## src/rtl/core/pbaxc_pkg.sv

```systemverilog
package pbaxc_pkg;

    // op codes
    localparam logic [2:0] OP_PUBLISH = 3'd0;
    localparam logic [2:0] OP_FRAME   = 3'd1;
    localparam logic [2:0] OP_QDOWN   = 3'd2;
    localparam logic [2:0] OP_QUP     = 3'd3;
    localparam logic [2:0] OP_QAXIS   = 3'd4;

    // configuration register indexes
    localparam logic [1:0] CFG_LOOK_SCALE  = 2'd0;
    localparam logic [1:0] CFG_LOOK_EXPO   = 2'd1;
    localparam logic [1:0] CFG_FIRE_STICKY = 2'd2;

    localparam logic [15:0] LOOK_SCALE_RST  = 16'd4096;
    localparam logic [16:0] LOOK_EXPO_RST   = 17'd36045;
    localparam logic        FIRE_STICKY_RST = 1'b1;

    localparam int BTN_W  = 11;
    localparam int N_AXES = 4;

    // query indexes
    localparam logic [3:0] LAST_BUTTON = 4'd10;
    localparam logic [3:0] FIRE_BUTTON = 4'd0;
    localparam logic [3:0] AXIS_LX     = 4'd11;
    localparam logic [3:0] AXIS_LY     = 4'd12;
    localparam logic [3:0] AXIS_RX     = 4'd13;
    localparam logic [3:0] AXIS_RY     = 4'd14;

    // dead zone: 0.16 of full scale, rescale by 32768 / (32768 - dead zone)
    localparam logic [15:0] DZ_THRESH = 16'd5243;
    localparam longint unsigned DZ_SPAN  = 64'd32768 - 64'd5243;
    localparam int              DZ_SHIFT = 30;
    localparam longint unsigned DZ_RECIP_FULL =
        ((64'd1 << (DZ_SHIFT + 15)) + DZ_SPAN - 64'd1) / DZ_SPAN;
    localparam logic [30:0] DZ_RECIP = 31'(DZ_RECIP_FULL);

    localparam logic [16:0] EXPO_ONE = 17'd65536;
    localparam logic [14:0] AXIS_MAX = 15'h7fff;

    typedef struct packed {
        logic [2:0]         op;
        logic signed [15:0] left_x;
        logic signed [15:0] left_y;
        logic signed [15:0] right_x;
        logic signed [15:0] right_y;
        logic [10:0]        button_level;
        logic               enabled;
        logic [3:0]         input_index;
    } t_in_item;

    typedef struct packed {
        logic               flag;
        logic signed [15:0] axis_value;
    } t_out_item;

    typedef struct packed {
        logic       load;
        logic       dz_issue;
        logic [1:0] dz_sel;
        logic       pub_commit;
        logic       frame;
        logic       btn_query;
        logic       ax_out;
    } t_cmd;

endpackage

```

## src/rtl/core/pbaxc_ctrl.sv

```systemverilog
module pbaxc_ctrl (
    input  logic               i_clk,
    input  logic               i_rst_n,
    input  logic               i_in_valid,
    input  logic [2:0]         i_op,
    input  logic               i_out_stall,
    output logic               o_in_stall,
    output logic               o_out_valid,
    output pbaxc_pkg::t_cmd    o_cmd
);

    typedef enum logic [3:0] {
        S_IDLE,
        S_DZ,
        S_PUB,
        S_FRAME,
        S_BTN,
        S_AX1,
        S_AX2,
        S_AX3,
        S_AX4,
        S_AXOUT
    } t_state;

    t_state     r_state, n_state;
    logic [1:0] r_cnt, n_cnt;
    logic       r_out_valid, n_out_valid;
    logic       out_free;
    pbaxc_pkg::t_cmd cmd;

    assign out_free = !r_out_valid || !i_out_stall;

    always_comb begin
        n_state = r_state;
        n_cnt   = r_cnt;
        cmd     = '0;
        cmd.dz_sel = r_cnt;
        case (r_state)
            S_IDLE: begin
                if (i_in_valid) begin
                    cmd.load = 1'b1;
                    case (i_op)
                        pbaxc_pkg::OP_PUBLISH: n_state = S_DZ;
                        pbaxc_pkg::OP_FRAME:   n_state = S_FRAME;
                        pbaxc_pkg::OP_QDOWN:   n_state = S_BTN;
                        pbaxc_pkg::OP_QUP:     n_state = S_BTN;
                        pbaxc_pkg::OP_QAXIS:   n_state = S_AX1;
                        default:               n_state = S_IDLE;
                    endcase
                end
            end
            S_DZ: begin
                cmd.dz_issue = 1'b1;
                if (r_cnt == 2'(pbaxc_pkg::N_AXES - 1)) begin
                    n_cnt   = 2'd0;
                    n_state = S_PUB;
                end else begin
                    n_cnt = r_cnt + 2'd1;
                end
            end
            S_PUB: begin
                cmd.pub_commit = 1'b1;
                n_state        = S_IDLE;
            end
            S_FRAME: begin
                cmd.frame = 1'b1;
                n_state   = S_IDLE;
            end
            S_BTN: begin
                if (out_free) begin
                    cmd.btn_query = 1'b1;
                    n_state       = S_IDLE;
                end
            end
            S_AX1: n_state = S_AX2;
            S_AX2: n_state = S_AX3;
            S_AX3: n_state = S_AX4;
            S_AX4: n_state = S_AXOUT;
            S_AXOUT: begin
                if (out_free) begin
                    cmd.ax_out = 1'b1;
                    n_state    = S_IDLE;
                end
            end
            default: n_state = S_IDLE;
        endcase
        n_out_valid = (cmd.btn_query || cmd.ax_out) ? 1'b1 : (r_out_valid && i_out_stall);
    end

    always_ff @(posedge i_clk) begin
        if (!i_rst_n) begin
            r_state     <= S_IDLE;
            r_cnt       <= 2'd0;
            r_out_valid <= 1'b0;
        end else begin
            r_state     <= n_state;
            r_cnt       <= n_cnt;
            r_out_valid <= n_out_valid;
        end
    end

    assign o_in_stall  = (r_state != S_IDLE);
    assign o_out_valid = r_out_valid;
    assign o_cmd       = cmd;

`ifndef ASSERT_OFF
    a_cnt_only_in_dz: assert property (@(posedge i_clk) disable iff (!i_rst_n)
        (r_state != S_DZ) |-> (r_cnt == 2'd0))
        else $error("axis counter left non-zero outside dead-zone pass");

    a_pub_after_last_axis: assert property (@(posedge i_clk) disable iff (!i_rst_n)
        (r_state == S_PUB) |-> $past(r_state == S_DZ && r_cnt == 2'd3))
        else $error("publish commit without all four axes issued");

    a_result_from_query: assert property (@(posedge i_clk) disable iff (!i_rst_n)
        $rose(r_out_valid) |-> $past(r_state == S_BTN || r_state == S_AXOUT))
        else $error("result beat raised outside a query state");
`endif

endmodule

```

## src/rtl/core/pbaxc_dp.sv

```systemverilog
module pbaxc_dp (
    input  logic                  i_clk,
    input  logic                  i_rst_n,
    input  pbaxc_pkg::t_cmd       i_cmd,
    input  pbaxc_pkg::t_in_item   i_in_data,
    input  logic                  i_cfg_we,
    input  logic [1:0]            i_cfg_index,
    input  logic [16:0]           i_cfg_data,
    output pbaxc_pkg::t_out_item  o_out_data
);

    pbaxc_pkg::t_in_item  r_item;
    pbaxc_pkg::t_out_item r_out;

    // configuration
    logic [15:0] r_look_scale;
    logic [16:0] r_look_expo;
    logic        r_fire_sticky;

    // button state
    logic [10:0] r_pub_level,  n_pub_level;
    logic [10:0] r_pend_down,  n_pend_down;
    logic [10:0] r_pend_up,    n_pend_up;
    logic [10:0] r_prev_level, n_prev_level;
    logic [10:0] r_frame_level, n_frame_level;
    logic [10:0] r_down_latch, n_down_latch;
    logic [10:0] r_up_latch,   n_up_latch;
    logic [10:0] r_down_rmask, n_down_rmask;
    logic [10:0] r_up_rmask,   n_up_rmask;
    logic        r_fire_dlv,   n_fire_dlv;

    // axis state
    logic [15:0] r_pub_axes   [pbaxc_pkg::N_AXES];
    logic [15:0] n_pub_axes   [pbaxc_pkg::N_AXES];
    logic [15:0] r_frame_axes [pbaxc_pkg::N_AXES];
    logic [15:0] n_frame_axes [pbaxc_pkg::N_AXES];

    // dead-zone pipe
    logic        r_dz_valid;
    logic [45:0] r_dz_prod;
    logic        r_dz_zero;
    logic        r_dz_neg;
    logic [1:0]  r_dz_idx;
    logic [15:0] dz_raw;
    logic [15:0] dz_mag;
    logic [14:0] dz_diff;
    logic [45:0] dz_prod;
    logic [15:0] dz_q;
    logic [14:0] dz_sat;
    logic [15:0] dz_val;

    // view axis pipe
    logic [15:0] lk_v;
    logic [15:0] lk_mag;
    logic [16:0] lk_e;
    logic [15:0] r_lk_a;
    logic        r_lk_neg;
    logic [16:0] r_lk_ome;
    logic [32:0] r_lk_ea;
    logic [31:0] r_lk_bracket;
    logic [31:0] r_lk_p2;
    logic [20:0] r_lk_p3;
    logic [47:0] lk_prod2;
    logic [47:0] lk_prod3;
    logic [14:0] lk_sat;
    logic [15:0] lk_val;

    // query decode
    logic [10:0] btn_bit;
    logic [10:0] level_in;
    logic        down_hit;
    logic        up_hit;
    logic        sticky;
    logic        btn_flag;
    logic [15:0] axis_res;

    // button query
    assign btn_bit  = (r_item.input_index <= pbaxc_pkg::LAST_BUTTON)
                    ? (11'd1 << r_item.input_index) : 11'd0;
    assign level_in = r_item.enabled ? r_item.button_level : 11'd0;
    assign down_hit = |(r_down_latch & btn_bit);
    assign up_hit   = |(r_up_latch & btn_bit);
    assign sticky   = (r_item.input_index == pbaxc_pkg::FIRE_BUTTON) && r_fire_sticky
                    && r_fire_dlv && !r_frame_level[0];
    assign btn_flag = (r_item.op == pbaxc_pkg::OP_QDOWN) ? down_hit : (up_hit || sticky);

    // dead zone, first step: magnitude and reciprocal product
    always_comb begin
        case (i_cmd.dz_sel)
            2'd0:    dz_raw = r_item.left_x;
            2'd1:    dz_raw = r_item.left_y;
            2'd2:    dz_raw = r_item.right_x;
            default: dz_raw = r_item.right_y;
        endcase
    end

    assign dz_mag  = dz_raw[15] ? (~dz_raw + 16'd1) : dz_raw;
    assign dz_diff = 15'(dz_mag - pbaxc_pkg::DZ_THRESH);
    assign dz_prod = 46'(dz_diff) * 46'(pbaxc_pkg::DZ_RECIP);

    // second step: quotient, clamp, sign
    assign dz_q   = r_dz_prod[45:30];
    assign dz_sat = dz_q[15] ? pbaxc_pkg::AXIS_MAX : dz_q[14:0];
    assign dz_val = r_dz_zero ? 16'd0
                  : (r_dz_neg ? (16'd0 - {1'b0, dz_sat}) : {1'b0, dz_sat});

    // view axis shaping
    assign lk_v     = (r_item.input_index == pbaxc_pkg::AXIS_RY) ? r_frame_axes[3]
                                                                 : r_frame_axes[2];
    assign lk_mag   = lk_v[15] ? (~lk_v + 16'd1) : lk_v;
    assign lk_e     = (r_look_expo > pbaxc_pkg::EXPO_ONE) ? pbaxc_pkg::EXPO_ONE : r_look_expo;
    assign lk_prod2 = 48'(r_lk_a) * 48'(r_lk_bracket);
    assign lk_prod3 = 48'(r_lk_p2) * 48'(r_look_scale);
    assign lk_sat   = (|r_lk_p3[20:15]) ? pbaxc_pkg::AXIS_MAX : r_lk_p3[14:0];
    assign lk_val   = r_lk_neg ? (16'd0 - {1'b0, lk_sat}) : {1'b0, lk_sat};

    always_comb begin
        case (r_item.input_index)
            pbaxc_pkg::AXIS_LX: axis_res = r_frame_axes[0];
            pbaxc_pkg::AXIS_LY: axis_res = 16'd0 - r_frame_axes[1];
            pbaxc_pkg::AXIS_RX: axis_res = lk_val;
            pbaxc_pkg::AXIS_RY: axis_res = lk_val;
            default:            axis_res = 16'd0;
        endcase
    end

    // state update
    always_comb begin
        n_pub_level   = r_pub_level;
        n_pend_down   = r_pend_down;
        n_pend_up     = r_pend_up;
        n_prev_level  = r_prev_level;
        n_frame_level = r_frame_level;
        n_down_latch  = r_down_latch;
        n_up_latch    = r_up_latch;
        n_down_rmask  = r_down_rmask;
        n_up_rmask    = r_up_rmask;
        n_fire_dlv    = r_fire_dlv;
        for (int i = 0; i < pbaxc_pkg::N_AXES; i++) begin
            n_pub_axes[i]   = r_pub_axes[i];
            n_frame_axes[i] = r_frame_axes[i];
        end

        if (r_dz_valid) begin
            n_pub_axes[r_dz_idx] = dz_val;
        end

        if (i_cmd.pub_commit) begin
            n_pend_down = r_pend_down | (level_in & ~r_pub_level);
            n_pend_up   = r_pend_up | (r_pub_level & ~level_in);
            n_pub_level = level_in;
        end

        if (i_cmd.frame) begin
            n_frame_level = r_pub_level;
            n_prev_level  = r_pub_level;
            n_pend_down   = 11'd0;
            n_pend_up     = 11'd0;
            n_down_latch  = (r_down_latch & ~r_down_rmask) | r_pend_down
                          | (r_pub_level & ~r_prev_level);
            n_up_latch    = (r_up_latch & ~r_up_rmask) | r_pend_up
                          | (r_prev_level & ~r_pub_level);
            n_down_rmask  = 11'd0;
            n_up_rmask    = 11'd0;
            for (int i = 0; i < pbaxc_pkg::N_AXES; i++) begin
                n_frame_axes[i] = r_pub_axes[i];
            end
        end

        if (i_cmd.btn_query) begin
            if (r_item.op == pbaxc_pkg::OP_QDOWN && down_hit) begin
                n_down_rmask = r_down_rmask | btn_bit;
                if (r_item.input_index == pbaxc_pkg::FIRE_BUTTON) begin
                    n_fire_dlv = 1'b1;
                end
            end
            if (r_item.op == pbaxc_pkg::OP_QUP && up_hit) begin
                n_up_rmask = r_up_rmask | btn_bit;
            end
        end
    end

    always_ff @(posedge i_clk) begin
        if (!i_rst_n) begin
            r_look_scale  <= pbaxc_pkg::LOOK_SCALE_RST;
            r_look_expo   <= pbaxc_pkg::LOOK_EXPO_RST;
            r_fire_sticky <= pbaxc_pkg::FIRE_STICKY_RST;
            r_pub_level   <= 11'd0;
            r_pend_down   <= 11'd0;
            r_pend_up     <= 11'd0;
            r_prev_level  <= 11'd0;
            r_frame_level <= 11'd0;
            r_down_latch  <= 11'd0;
            r_up_latch    <= 11'd0;
            r_down_rmask  <= 11'd0;
            r_up_rmask    <= 11'd0;
            r_fire_dlv    <= 1'b0;
            r_dz_valid    <= 1'b0;
            for (int i = 0; i < pbaxc_pkg::N_AXES; i++) begin
                r_pub_axes[i]   <= 16'd0;
                r_frame_axes[i] <= 16'd0;
            end
        end else begin
            if (i_cfg_we) begin
                case (i_cfg_index)
                    pbaxc_pkg::CFG_LOOK_SCALE:  r_look_scale  <= i_cfg_data[15:0];
                    pbaxc_pkg::CFG_LOOK_EXPO:   r_look_expo   <= i_cfg_data;
                    pbaxc_pkg::CFG_FIRE_STICKY: r_fire_sticky <= i_cfg_data[0];
                    default: ;
                endcase
            end
            r_pub_level   <= n_pub_level;
            r_pend_down   <= n_pend_down;
            r_pend_up     <= n_pend_up;
            r_prev_level  <= n_prev_level;
            r_frame_level <= n_frame_level;
            r_down_latch  <= n_down_latch;
            r_up_latch    <= n_up_latch;
            r_down_rmask  <= n_down_rmask;
            r_up_rmask    <= n_up_rmask;
            r_fire_dlv    <= n_fire_dlv;
            r_dz_valid    <= i_cmd.dz_issue;
            for (int i = 0; i < pbaxc_pkg::N_AXES; i++) begin
                r_pub_axes[i]   <= n_pub_axes[i];
                r_frame_axes[i] <= n_frame_axes[i];
            end
        end
    end

    // payload registers
    always_ff @(posedge i_clk) begin
        if (i_cmd.load) begin
            r_item <= i_in_data;
        end
        r_dz_prod    <= dz_prod;
        r_dz_zero    <= (dz_mag < pbaxc_pkg::DZ_THRESH) || !r_item.enabled;
        r_dz_neg     <= dz_raw[15];
        r_dz_idx     <= i_cmd.dz_sel;
        r_lk_a       <= lk_mag;
        r_lk_neg     <= lk_v[15];
        r_lk_ome     <= pbaxc_pkg::EXPO_ONE - lk_e;
        r_lk_ea      <= 33'(lk_e) * 33'(lk_mag);
        r_lk_bracket <= {r_lk_ome[16:0], 15'd0} + r_lk_ea[31:0];
        r_lk_p2      <= lk_prod2[47:16];
        r_lk_p3      <= lk_prod3[47:27];
        if (i_cmd.btn_query) begin
            r_out.flag       <= btn_flag;
            r_out.axis_value <= 16'sd0;
        end else if (i_cmd.ax_out) begin
            r_out.flag       <= 1'b0;
            r_out.axis_value <= axis_res;
        end
    end

    assign o_out_data = r_out;

`ifndef ASSERT_OFF
    a_read_mask_in_latch: assert property (@(posedge i_clk) disable iff (!i_rst_n)
        ((r_down_rmask & ~r_down_latch) == 11'd0) && ((r_up_rmask & ~r_up_latch) == 11'd0))
        else $error("read mask marks a latch bit that is not set");

    a_fire_from_down_query: assert property (@(posedge i_clk) disable iff (!i_rst_n)
        $rose(r_fire_dlv) |-> $past(i_cmd.btn_query && r_item.op == pbaxc_pkg::OP_QDOWN
                                    && r_item.input_index == pbaxc_pkg::FIRE_BUTTON))
        else $error("fire delivered set without a down query of fire");

    a_axes_saturated: assert property (@(posedge i_clk) disable iff (!i_rst_n)
        (r_pub_axes[0] != 16'h8000) && (r_pub_axes[1] != 16'h8000)
        && (r_pub_axes[2] != 16'h8000) && (r_pub_axes[3] != 16'h8000))
        else $error("conditioned axis escaped the clamp");
`endif

endmodule

```

## src/rtl/core/pad_button_latch_axis_conditioner.sv

```systemverilog
// Gamepad conditioner. One item is taken at a time: a publish sends the four stick axes
// one a cycle through a single reciprocal multiplier for the dead-zone rescale, then the
// button level commits, and an axis query passes through the three registered multiplies
// of the view-axis expo and scale path. A result beat sits in an output register, so a new
// item is taken while it waits; a query only stalls when the previous result has not yet
// been taken. Configuration writes are always ready and are meant for idle periods.
module pad_button_latch_axis_conditioner (
    input  logic                  i_clk,
    input  logic                  i_rst_n,
    // item channel
    input  logic                  i_in_valid,
    output logic                  o_in_stall,
    input  pbaxc_pkg::t_in_item   i_in_data,
    // result channel
    output logic                  o_out_valid,
    input  logic                  i_out_stall,
    output pbaxc_pkg::t_out_item  o_out_data,
    // configuration write channel
    input  logic                  i_cfg_valid,
    output logic                  o_cfg_ready,
    input  logic [1:0]            i_cfg_index,
    input  logic [16:0]           i_cfg_data
);

    pbaxc_pkg::t_cmd cmd;
    logic            cfg_we;

    // register writes never back-pressure
    assign o_cfg_ready = 1'b1;
    assign cfg_we      = i_cfg_valid && o_cfg_ready;

    // sequencer: decodes the op on acceptance and steps the datapath
    pbaxc_ctrl u_ctrl (
        .i_clk       (i_clk),
        .i_rst_n     (i_rst_n),
        .i_in_valid  (i_in_valid),
        .i_op        (i_in_data.op),
        .i_out_stall (i_out_stall),
        .o_in_stall  (o_in_stall),
        .o_out_valid (o_out_valid),
        .o_cmd       (cmd)
    );

    // dead zone, edge latches, frame snapshot, view axis shaping, result register
    pbaxc_dp u_dp (
        .i_clk       (i_clk),
        .i_rst_n     (i_rst_n),
        .i_cmd       (cmd),
        .i_in_data   (i_in_data),
        .i_cfg_we    (cfg_we),
        .i_cfg_index (i_cfg_index),
        .i_cfg_data  (i_cfg_data),
        .o_out_data  (o_out_data)
    );

endmodule

```

## config.mk

```make
export PLATFORM = sky130hd
export DESIGN_NAME = pad_button_latch_axis_conditioner
export DESIGN_NICKNAME = d
export VERILOG_FILES = /design/src/rtl/core/pbaxc_pkg.sv /design/src/rtl/core/pbaxc_ctrl.sv /design/src/rtl/core/pbaxc_dp.sv /design/src/rtl/core/pad_button_latch_axis_conditioner.sv
export SDC_FILE = /design/constraint.sdc
export NUM_CORES = 2
export LEC_CHECK = 0
export BUFFER_PORTS_ARGS = -buffer_cell sky130_fd_sc_hd__buf_4
export CORE_ASPECT_RATIO = 0.6
export CORE_MARGIN = 4
export CORE_UTILIZATION = 48
export CTS_CLUSTER_DIAMETER = 200
export DETAILED_ROUTE_END_ITERATION = 10
export SLEW_MARGIN = 30
export SYNTH_ARGS = -nofsm -noshare
export SYNTH_HDL_FRONTEND = slang
export SYNTH_SLANG_ARGS = --single-unit
```

## constraint.sdc

```tcl
create_clock -name i_clk -period 15.8 [get_ports i_clk]
set_clock_uncertainty 0.2 [all_clocks]
set_input_delay 1.58 -clock i_clk [delete_from_list [all_inputs] [get_ports i_clk]]
set_output_delay 1.58 -clock i_clk [all_outputs]
set_load 0.1 [all_outputs]
```

Word-level counts from Yosys, hierarchy flattened
Memory sizes are Yosys's and may differ from the RTL's. Index checks and enable logic that the tools add are counted.

Flip-flop bits (word level): 431. Bits in writable memories: 128. Input port bits: 107. Output and inout port bits: 20. Logic and storage cells: 204. Memories kept: 2.

Memories: u_dp.r_frame_axes (words 4, width 16, rd ports 4, clocked after memory_dff 0, wr ports 4, line pbaxc_dp.sv:35) `logic [15:0] r_frame_axes [pbaxc_pkg::N_AXES];`; u_dp.r_pub_axes (words 4, width 16, rd ports 4, clocked after memory_dff 0, wr ports 4, line pbaxc_dp.sv:33) `logic [15:0] r_pub_axes [pbaxc_pkg::N_AXES];`.

Add/subtract/negate cells: 9. Multiply operators: 4. Magnitude comparators: 5. Equal/unequal tests: 27. Shifts and indexed selects: 1. Mux-type cells: 52. Bitwise gates (word level): 33. Reductions and logical operators: 34.

Operators with widths (count): $mux W16 (15); $mux W64 (2); $pmux W16 S3 (2); $and A11 B11 Y11 (8); $mux W11 (8); $or A11 B11 Y11 (8); $bwmux W64 (1); $not A11 Y11 (5); $mux W17 (3); $mul A16 B32 Y48 (1); $mul A32 B16 Y48 (1); $mul A15 B30 Y45 const B (1); $add A16 B1 Y16 const B (2); $add A32 B32 Y32 (1); $demux W16 S2 (1); $mul A17 B16 Y32 (1); $not A16 Y16 (2); $sub A1 B15 Y16 const A (2); $mux W15 (2); $pmux W4 S7 (1); $eq A4 B4 Y1 const B (6); $reduce_or A11 Y1 (2); $gt A17 B17 Y1 const B (1); $sub A17 B17 Y17 const A (1); other kinds (37) (88).

Logic depth before layout (Yosys ltp)
Depth in word-level cells: 8. Mapped depth: 39. Mapped depth without buffers: 37.

By module
Synthesis repeated with hierarchy kept, for this count alone.

Cell total of the unflattened synthesis: 7006. Area, all modules: 64708.3 µm².

By module, submodules not included: pbaxc_dp (times used 1, cells an instance 6936, area an instance 64210.3 µm², seq. area each 11310.8 µm²); pbaxc_ctrl (times used 1, cells an instance 68, area an instance 486.7 µm², seq. area each 140.1 µm²); pad_button_latch_axis_conditioner (times used 1, cells an instance 2, area an instance 11.3 µm², seq. area each 0.0 µm²).

Worst setup path before layout
OpenSTA, ideal clock, no wires.

Path type: reg-to-reg. Start: register u_ctrl.r_cnt[0]. End: register u_dp.r_dz_prod[45]. Library setup time: 0.129 ns. Arrival time: 8.662 ns. Required time: 15.471 ns. Path slack: 6.808 ns. Cell stages (with the launch flop): 36. Buffers on the path: 1. Period minus slack after synthesis: 8.992 ns. Cell sequence: dfxtp_1 -> inv_1 -> ha_1 -> buf_6 -> a222oi_1 -> a21oi_2 -> inv_1 -> ha_1 -> nand2b_1 -> o32a_1 -> o211a_4 -> or2_2 -> o21ai_0 -> o221ai_2 -> xnor2_1 -> ha_1 -> inv_1 -> fa_1 -> inv_1 -> fa_1 -> fa_1 -> fa_1 -> inv_1 -> fa_1 -> inv_1 -> ha_1 -> a21oi_1 -> o21ai_0 -> a221oi_1 -> o311ai_2 -> nand2_2 -> o31ai_4 -> a221oi_4 -> nor2_2 -> a2111oi_4 -> xnor3_1.

Word-level cells in the longest chain between the ends: 7. Elaborated cells on any way between the ends: 9. Classes of those cells: 2 x add/sub; 1 x mul; 2 x eq/ne; 2 x mux; 1 x bitwise; 1 x reduce/logical.

Ends and longest elaborated chain: from (decl) (line pbaxc_ctrl.sv:26) `logic [1:0] r_cnt, n_cnt;`; from (signal assigned) (line pbaxc_ctrl.sv:97) `r_cnt <= n_cnt;`; $eq A2 B2 Y1 (tied with other cells) (line pbaxc_dp.sv:89) `case (i_cmd.dz_sel)`; $pmux W16 S3 * (line pbaxc_dp.sv:89); $not A16 Y16 (line pbaxc_dp.sv:97) `assign dz_mag = dz_raw[15] ? (~dz_raw + 16'd1) : dz_raw;`; $add A16 B1 Y16 (line pbaxc_dp.sv:97); $mux W16 * (line pbaxc_dp.sv:97); $sub A15 B13 Y15 * (line pbaxc_dp.sv:98) `assign dz_diff = 15'(dz_mag - pbaxc_pkg::DZ_THRESH);`; $mul A15 B30 Y45 * (line pbaxc_dp.sv:99) `assign dz_prod = 46'(dz_diff) * 46'(pbaxc_pkg::DZ_RECIP);`; net u_dp.dz_prod[45] (line pbaxc_dp.sv:47) `logic [45:0] dz_prod;`; to (signal assigned) (line pbaxc_dp.sv:235) `r_dz_prod <= dz_prod;`; to (decl) (line pbaxc_dp.sv:40) `logic [45:0] r_dz_prod;`.

Mark *: on every way through the listed nets, which the timed path passes. The rest lies on a longest branch. A chain may end at the register's enable or synchronous reset.

Final worst setup path
Ends and elaborated chain as after synthesis.

==> flow_metrics.tcl <==
set metrics [dict create \
    cp_slowest_cell "ha_1" \
    critPathMaxFanout 22 \
    worstSetupPathType "flip-flop to flip-flop" \
    num_vias 48760 \
    grt_max_degree 105 \
    cts_tree "yes" \
    synth_cells 7154 \
    postRouteAntennaNets 0 \
    syn2layout_area_growth_pct 7.445 \
    critPathLaunchType "flip-flop" \
    cts-resized-gates 0 \
    synth_seq_cells 530 \
    finalCritPeriodShare_pct 71.53 \
    drt_iter0_markers 4176 \
    preCtsSetupSlack_ns 4.560 \
    min_from "u_dp.r_lk_ea[14]" \
    r2r_start "u_ctrl.r_cnt[0]" \
    hold_viol 0 \
    r2r-end "u_dp.r_dz_prod[45]" \
    die-area_mm2 0.1412 \
    cpMostUsedCell "inv_1" \
    slew_violations 0 \
    worstSkewPairLatency_ns 0.68 \
    worst-path-buf-inv 6 \
    antenna_found_initial 4 \
    syn_area_mm2 0.06484 \
    fmax_mhz 88.48 \
    drive_above_1_share_pct 5.696 \
    clk_path_buf_depth 3 \
    cts-buffers-inserted 55 \
    yosysSeqAreaShare_pct 17.66 \
    dp_hpwl_um 144700 \
    wl_um 188400 \
    critPathMaxStageDelay_ns 0.61 \
    avgSynthCellArea_um2 9.064 \
    clkTransAtPathRegs_ns 0.07 \
    whs_endpoint "u_dp.r_lk_bracket[14]" \
    fin_crit_ns 11.30 \
    viasPerCell 5.425 \
    track_usage_pct 27.33 \
    reg2reg_depth 33 \
    synthesis.nets 8936 \
    tightestPinTransition_ns 1.101 \
    finalSetupTns_ns 0 \
    outcome "complete, no violations" \
    avgRoutedWirePerCell_um 20.96 \
    first_pass_iters 8 \
    arrival_ns 11.64 \
    min_path_type "flip-flop to flip-flop" \
    cap_viol_max_count 0 \
    drc_errors 0 \
    synth.distinct_cells 101 \
    required_ns 16.14 \
    r2r_setup_slack_ns 4.50 \
    slew-limit-headroom_pct 26.53 \
    die_h_um 292.7 \
    start_util_pct 48.33 \
    grt-ovfl-total 0 \
    fp-row-count 104 \
    cts_root_buffer "clkbuf_16" \
    post_cts_buffers 0 \
    postSynth.asyncResetShare_pct 0 \
    die_w_um 482.5 \
    layout_setup_ws_ns 4.498 \
    synthFlopType "dfxtp_1" \
    rsz0062_at_grt "no" \
    htreeDepth 2 \
    post_dp_cell_area_mm2 0.06777 \
    core_region_area_mm2 0.1342 \
    grt_pass1_vias 50260 \
    worstSetupEndpointType "flip-flop" \
    nets 8918 \
    ctsHoldBuffers 0 \
    setup_violations 0 \
    synth_edf_count 84 \
    cp_top_family "adder cells" \
    cts_num_sinks 530 \
    synth_warnings 0 \
    design_area_mm2 0.06967 \
    ios 127 \
    grt_pass1_wl_um 299300 \
    gp_congestion 0.9321 \
    worstHoldPathCells 0 \
    io_buffers 125 \
]
## layer usage
metal  wire length (µm)  track usage (%)  vias up  part of all wire, %
li1                   -                -    22060                    -
met1              92460            43.80    24680                   49
met2              74620            37.57     1829                   40
met3              17850            6.111      196                  9.5
met4               3457            5.068        0                  1.8
met5                  0                0        -                    0
## cell usage after synthesis (28+ instances only)
master	count	area share (%)
a21boi_0	175	2.0
a21o_1	54	0.63
a21oi_1	180	1.4
a31oi_1	39	0.38
and2_1	354	3.4
clkbuf_1	295	1.7
dfxtp_1	446	14
edfxtp_1	84	3.9
fa_1	1144	35
ha_1	531	10
inv_1	1225	7.1
nand2_1	1434	8.3
nand2b_1	28	0.27
nand3_1	53	0.41
nor2_1	282	1.6
nor2b_1	55	0.53
nor3_1	62	0.48
o21ai_0	138	1.1
xnor2_1	125	1.7
xor2_1	57	0.77
## worst register-to-register path: cells and delay by family (launching register included)
kind,cells,cell delay [ns]
XOR/XNOR,2,0.92
flip-flops,1,0.43
AND/OR/NAND/NOR,5,1.22
buffers and inverters,6,1.08
AO/OA/AOI/OAI,11,3.20
adder cells (fa/ha/maj),9,4.15
## worst max-delay path by stage
stage               cells past startpoint                 end             from  slack, ns
detailed placement                     33  u_dp.r_dz_prod[45]  u_ctrl.r_cnt[0]       4.56
CTS                                    33  u_dp.r_dz_prod[45]  u_ctrl.r_cnt[0]       4.51
global route                           33  u_dp.r_dz_prod[45]  u_ctrl.r_cnt[0]       3.85
finish                                 33  u_dp.r_dz_prod[45]  u_ctrl.r_cnt[0]       4.50
global placement                       32  u_dp.r_dz_prod[45]  u_ctrl.r_cnt[0]       4.86
floorplan                              35  u_dp.r_dz_prod[45]  u_ctrl.r_cnt[0]       6.81
## logic make-up after synthesis
group | Yosys count | share of synthesized area, %
buffers and inverters | 1550 | 9.019
muxes | 28 | 0.4457
adders and majority gates | 1675 | 45.57
other | 1 | 0.005783
xor gates and xnor gates | 186 | 2.568
AOI/OAI and AO/OA | 779 | 8.132
and+or+nand+nor | 2405 | 16.60
DFF | 530 | 17.66
## layout by cell type, fill, tap and decap left out, drive strengths merged, types with 16 or more instances in the layout
master / count
nand2: 1436
inv: 1234
fa: 1144
ha: 531
dfxtp: 446
and2: 356
nor2: 285
buf: 243
a21oi: 183
a21boi: 175
o21ai: 141
xnor2: 128
edfxtp: 84
clkbuf: 66
nor3: 64
xor2: 57
nor2b: 55
a21o: 54
nand3: 53
a31oi: 40
clkinv: 29
nand2b: 28
a222oi: 25
mux2i: 24
nand4: 20
o21a: 18
a211oi: 16
o31ai: 16
or3: 16
## sequential cells by signal (all words and copies together), names as in the netlist, 11 cells and up
signal / count
u_dp.r_lk_ome: 17
u_dp.r_item: 83
u_dp.r_pend_down: 11
u_dp.r_lk_p3: 21
u_dp.o_out_data: 17
u_dp.r_frame_axes: 64
u_dp.r_prev_level: 11
u_dp.r_lk_ea: 32
u_dp.r_pub_level: 11
u_dp.r_lk_bracket: 32
u_dp.r_pend_up: 11
u_dp.r_lk_a: 16
u_dp.r_up_latch: 11
u_dp.r_lk_p2: 32
u_dp.r_look_expo: 17
u_dp.r_pub_axes: 64
u_dp.r_look_scale: 16
u_dp.r_up_rmask: 11
u_dp.r_down_rmask: 11
u_dp.r_dz_prod: 16
u_dp.r_down_latch: 11
## cell type report
type	instances	area [µm²]
antenna	5	12.51
clock inverter	36	404.1
fill	12560	64490
inverter	1232	4624
multi-input combinational	5074	47630
sequential	530	11460
tap	1802	2255
timing repair buffer	243	1832
clock buffer	66	1448
## stage by stage
step                      hold slack (ns)  instances  utilization (%)
after detailed placement           0.1164       8880            50.52
after global routing               0.1406       8983            51.92
after global placement             0.1133       8880            50.52
after CTS                          0.1264       8982            51.90
after floorplan                    0.1096       7154                -
final                              0.1205       8988            51.93
Power is not shown: default switching activity piles up to over one toggle a cycle in this logic, so the estimate is an artifact.
